===== src/hw/rtl/tsp_pkg.sv =====
`timescale 1ns / 1ps
// ----------------------------------------------------------------------------
// tsp_pkg: shared types and constants
// widths, memory geometry and command codes for the bitmask tour solver
// ----------------------------------------------------------------------------
package tsp_pkg;

  localparam int MaxCities = 12;
  localparam int CityW     = 4;
  localparam int CostW     = 16;
  localparam int TotW      = 20;
  localparam int PosW      = 4;
  localparam int SetCount  = 1 << MaxCities;
  localparam int MemoDepth = MaxCities * SetCount;
  localparam int MemoAw    = $clog2(MemoDepth);
  localparam int EdgeDepth = MaxCities * MaxCities;
  localparam int EdgeAw    = $clog2(EdgeDepth);

  localparam logic CmdLoad  = 1'b0;
  localparam logic CmdSolve = 1'b1;

  typedef struct packed {
    logic               cmd;
    logic [CityW-1:0]   from_city;
    logic [CityW-1:0]   to_city;
    logic [CostW-1:0]   edge_cost;
  } in_word_t;

  typedef struct packed {
    logic [TotW-1:0]    tour_cost;
    logic [CityW-1:0]   tour_city;
    logic [PosW-1:0]    tour_position;
    logic               last;
  } out_word_t;

  // one memo entry: remaining cost and best next city
  typedef struct packed {
    logic [TotW-1:0]  cost;
    logic [CityW-1:0] next;
  } memo_t;

  function automatic logic [MemoAw-1:0] memo_addr(logic [CityW-1:0] v,
                                                  logic [MaxCities-1:0] m);
    logic [MemoAw-1:0] r;
    r = MemoAw'(v) * MemoAw'(SetCount) + MemoAw'(m);
    return r;
  endfunction

  function automatic logic [EdgeAw-1:0] edge_addr(logic [CityW-1:0] a,
                                                 logic [CityW-1:0] b);
    logic [EdgeAw-1:0] r;
    r = EdgeAw'(a) * EdgeAw'(MaxCities) + EdgeAw'(b);
    return r;
  endfunction

endpackage


===== src/hw/rtl/tsp_edge_ram.sv =====
`timescale 1ns / 1ps
// ----------------------------------------------------------------------------
// tsp_edge_ram: edge cost matrix
// one write port and one registered read port
// ----------------------------------------------------------------------------
module tsp_edge_ram import tsp_pkg::*; (
  input  logic              clk_i,
  input  logic              we_i,
  input  logic [EdgeAw-1:0] waddr_i,
  input  logic [CostW-1:0]  wdata_i,
  input  logic [EdgeAw-1:0] raddr_i,
  output logic [CostW-1:0]  rdata_o
);
  logic [CostW-1:0] mem [EdgeDepth];
  always_ff @(posedge clk_i) begin
    if (we_i) begin
      mem[waddr_i] <= wdata_i;
    end
    rdata_o <= mem[raddr_i];
  end
endmodule


===== config.mk =====
export PLATFORM = sky130hd
export DESIGN_NAME = tsp_edge_ram
export DESIGN_NICKNAME = d
export VERILOG_FILES = /design/src/hw/rtl/tsp_pkg.sv /design/src/hw/rtl/tsp_edge_ram.sv
export SDC_FILE = /design/constraint.sdc
export NUM_CORES = 2
export LEC_CHECK = 0
export ABC_CLOCK_PERIOD_IN_PS = 5180
export BUFFER_PORTS_ARGS = -buffer_cell sky130_fd_sc_hd__buf_2
export CAP_MARGIN = 0
export CORE_UTILIZATION = 25
export CTS_CLUSTER_DIAMETER = 50
export DETAILED_ROUTE_END_ITERATION = 12
export SYNTH_ARGS = -nofsm -noshare
export SYNTH_HDL_FRONTEND = slang
export SYNTH_SLANG_ARGS = --single-unit

===== constraint.sdc =====
create_clock -name clk_i -period 5.18 [get_ports clk_i]
set_clock_uncertainty 0.1 [all_clocks]
set_input_delay 1.036 -clock clk_i [delete_from_list [all_inputs] [get_ports clk_i]]
set_output_delay 1.036 -clock clk_i [all_outputs]
set_load 0.05 [all_outputs]

==> impl_metrics.ini <==
[synthesis]
synth_edf_count = 2304
synth_commonest_cells = edfxtp_1, mux4_2, mux2i_1
synth_xor_area_share_pct = 0
async_flop_share_pct = 0
syn_nets = 4132
yosysTopAreaCell = edfxtp_1
ys.flop_type = edfxtp_1
synth.most_common_cell = edfxtp_1
synth.distinct_cells = 54
synthAdderAreaFrac_pct = 0
yosys.area_share.simple_pct = 2.232
synthMuxAreaShare_pct = 15.81
synth.area.top_cells = edfxtp_1, mux4_2, mux2i_1
yosysWarnings = 0
synth-compound-area-share_pct = 2.521
postSynthAreaPerCell_sq_um = 21.82
synth_top_family_by_area = multiplexers
synth_top_cell_area_share_pct = 77.37
seq_area_frac_synth_pct = 77.73
ys_seq_elements = 2320
netlist_area_sq_mm = 0.08942
synth_cells = 4098

[grt]
grt_usage_pct = 13.08
grt_pass1_wl_um = 338400
grt_antenna_before_repair = 26
grt_pass1_vias = 43990
grt_max_degree = 145
grt_remaining_overflow = 0

[sta]
setup_tns_ns = 0
hold_viol = 0
fmax_ghz = 0.2688
setup_viol_count_final = 0
rsz0062_at_grt = no
slew_headroom_pct = 7.962
whs_ns = 0.5886
setup_slack_ns = 1.459
timing.final.crit_share_pct = 71.83
slew_viol_final = 0
worst_pin_slew_ns = 1.375
period_minus_slack_ns = 3.721

[final_layout]
fin_nets = 4473
layout-drive-gt1-share_pct = 28.78
area_growth_pct = 17.01
design_area_sq_mm = 0.1046
instances_no_fill = 9415

[worst_setup_path]
cp-start-kind = primary input
crit_type = primary input to flip-flop
crit_fanout = 56
arrival_ns = 4.35
end_kind = flip-flop
required_ns = 5.81
ff2ff_path_depth = 6

[clock_network]
cts_hold_buffers = 0
path_clk_slew_ns = 0.06
cts_tree = yes
cts_setup_buffers = 0
clk_latency_ns = 0.88
numCtsBuffers = 231
clock-root-buffer = clkbuf_16
cts_resized = 0
clock_sinks = 2320
htree_levels = 4
clockBufferDepth = 3

[pwr]
p_per_area_mw_per_mm2 = 380.7
swShare_pct = 21.72
clockPowerShare_pct = 42.9
vdd_ir_drop_max_uv = 319.8
p_comb_share_pct = 5.1
power.leakage_nw = 32.24
p_switching_w = 0.008651
seq_power_share_pct = 52.1
internal_power_w = 0.03118

[detailed_routing]
ant_nets = 0
num_vias = 44140
detail_route.wl_per_cell_um = 25.51
vias_per_cell = 4.689
firstDrtPassIters = 8
drt_iter0_drc = 5178
drc = 0
routed_wl_um = 240200

[place]
placed_area_sq_mm = 0.09680
dp_hpwl_um = 148100
place_inst = 8957
globalplace.congestion = 0.8413
io_buffers = 49
pre_cts_slack_ns = 0.6049

[floorplan]
die_w_um = 600.1
die-area_sq_mm = 0.3601
fp.dieH_um = 600.1
rows = 219
start_util_pct = 25.12
core-area_sq_mm = 0.3559
io_pins = 50

[status]
status = finished, final reports clean

[min_path]
hold_class = primary input to flip-flop
hold_depth = 1

[flow_run]
drv_cap = 0
==> placed cells by master (no fill, tap or decap), types with 30 or more instances in the layout <==
cell and instances:
nand3_1 45, a22oi_1 52, nor2_2 85, clkinv_1 46, clkbuf_16 233, nor2_1 105, edfxtp_1 2304, mux4_2 524
a21oi_1 48, bufinv_16 30, mux2i_1 203, clkbuf_1 33, o22ai_1 58, clkinv_2 51, buf_4 287, nand2_1 159
==> cell type report <==
type                            instances  area (sq um)
Fill cell                           34350        251300
Sequential cell                      2320         69510
Multi-Input combinational cell       1545         18600
Clock buffer                          269          5996
Tap cell                             4751          5944
Timing Repair Buffer                  338          2725
Clock inverter                        167          1782
Antenna cell                           22         55.05
Inverter                                3         15.01
==> metrics by stage <==
stage / util, % / total power (W)
2_1_floorplan: - / 0.02219
3_3_place_gp: 27.19 / 0.02315
3_5_place_dp: 27.19 / 0.02317
4_1_cts: 29.38 / 0.04008
5_1_grt: 29.39 / 0.04081
6_report: 29.39 / 0.03983
==> worst max-delay path: stages <==
cell and delay, ns:
buf_8 0.44, buf_4 0.40, buf_4 0.38, mux4_2 0.58, a211oi_1 0.42, a31oi_1 0.13, o221ai_1 0.67, nand3_1 0.14
==> sequential cells by signal (all words and copies together), names as in the netlist <==
| signal | flops |
|---|---|
| mem | 2304 |
| rdata_o | 16 |
==> layer usage <==
metal  track usage, %  vias to the layer above  wire (um)
li1                 -                    17980          -
met1            16.93                    23900      94990
met2            22.22                     1907     120400
met3            2.287                      344      17660
met4            4.170                        8       7000
met5                0                        -        117
==> power by group through the flow <==
stage	Sequential (W)	Combinational [W]	Clock, W
2_1_floorplan	0.0212	0.00102	0
3_3_place_gp	0.0211	0.00200	0
3_5_place_dp	0.0211	0.00203	0
4_1_cts	0.0207	0.00203	0.0173
5_1_grt	0.0207	0.00210	0.0180
6_report	0.0207	0.00201	0.0171
==> worst paths after layout <==
path | from | endpoint | slack, ns
max reg2reg | mem[3][15]$_DFFE_PP_ | rdata_o[15]$_DFF_P_ | 2.48
min reg2reg | mem[126][7]$_DFFE_PP_ | rdata_o[7]$_DFF_P_ | 0.85
min | wdata_i[8] | mem[143][8]$_DFFE_PP_ | 0.59
max | raddr_i[1] | rdata_o[3]$_DFF_P_ | 1.46
==> logic make-up after synthesis <==
kind of cell | Yosys count
compound gates | 325
simple gates | 467
buf+inv | 233
flops | 2320
mux | 753
No activity file was read; power rests on OpenSTA's default activity.
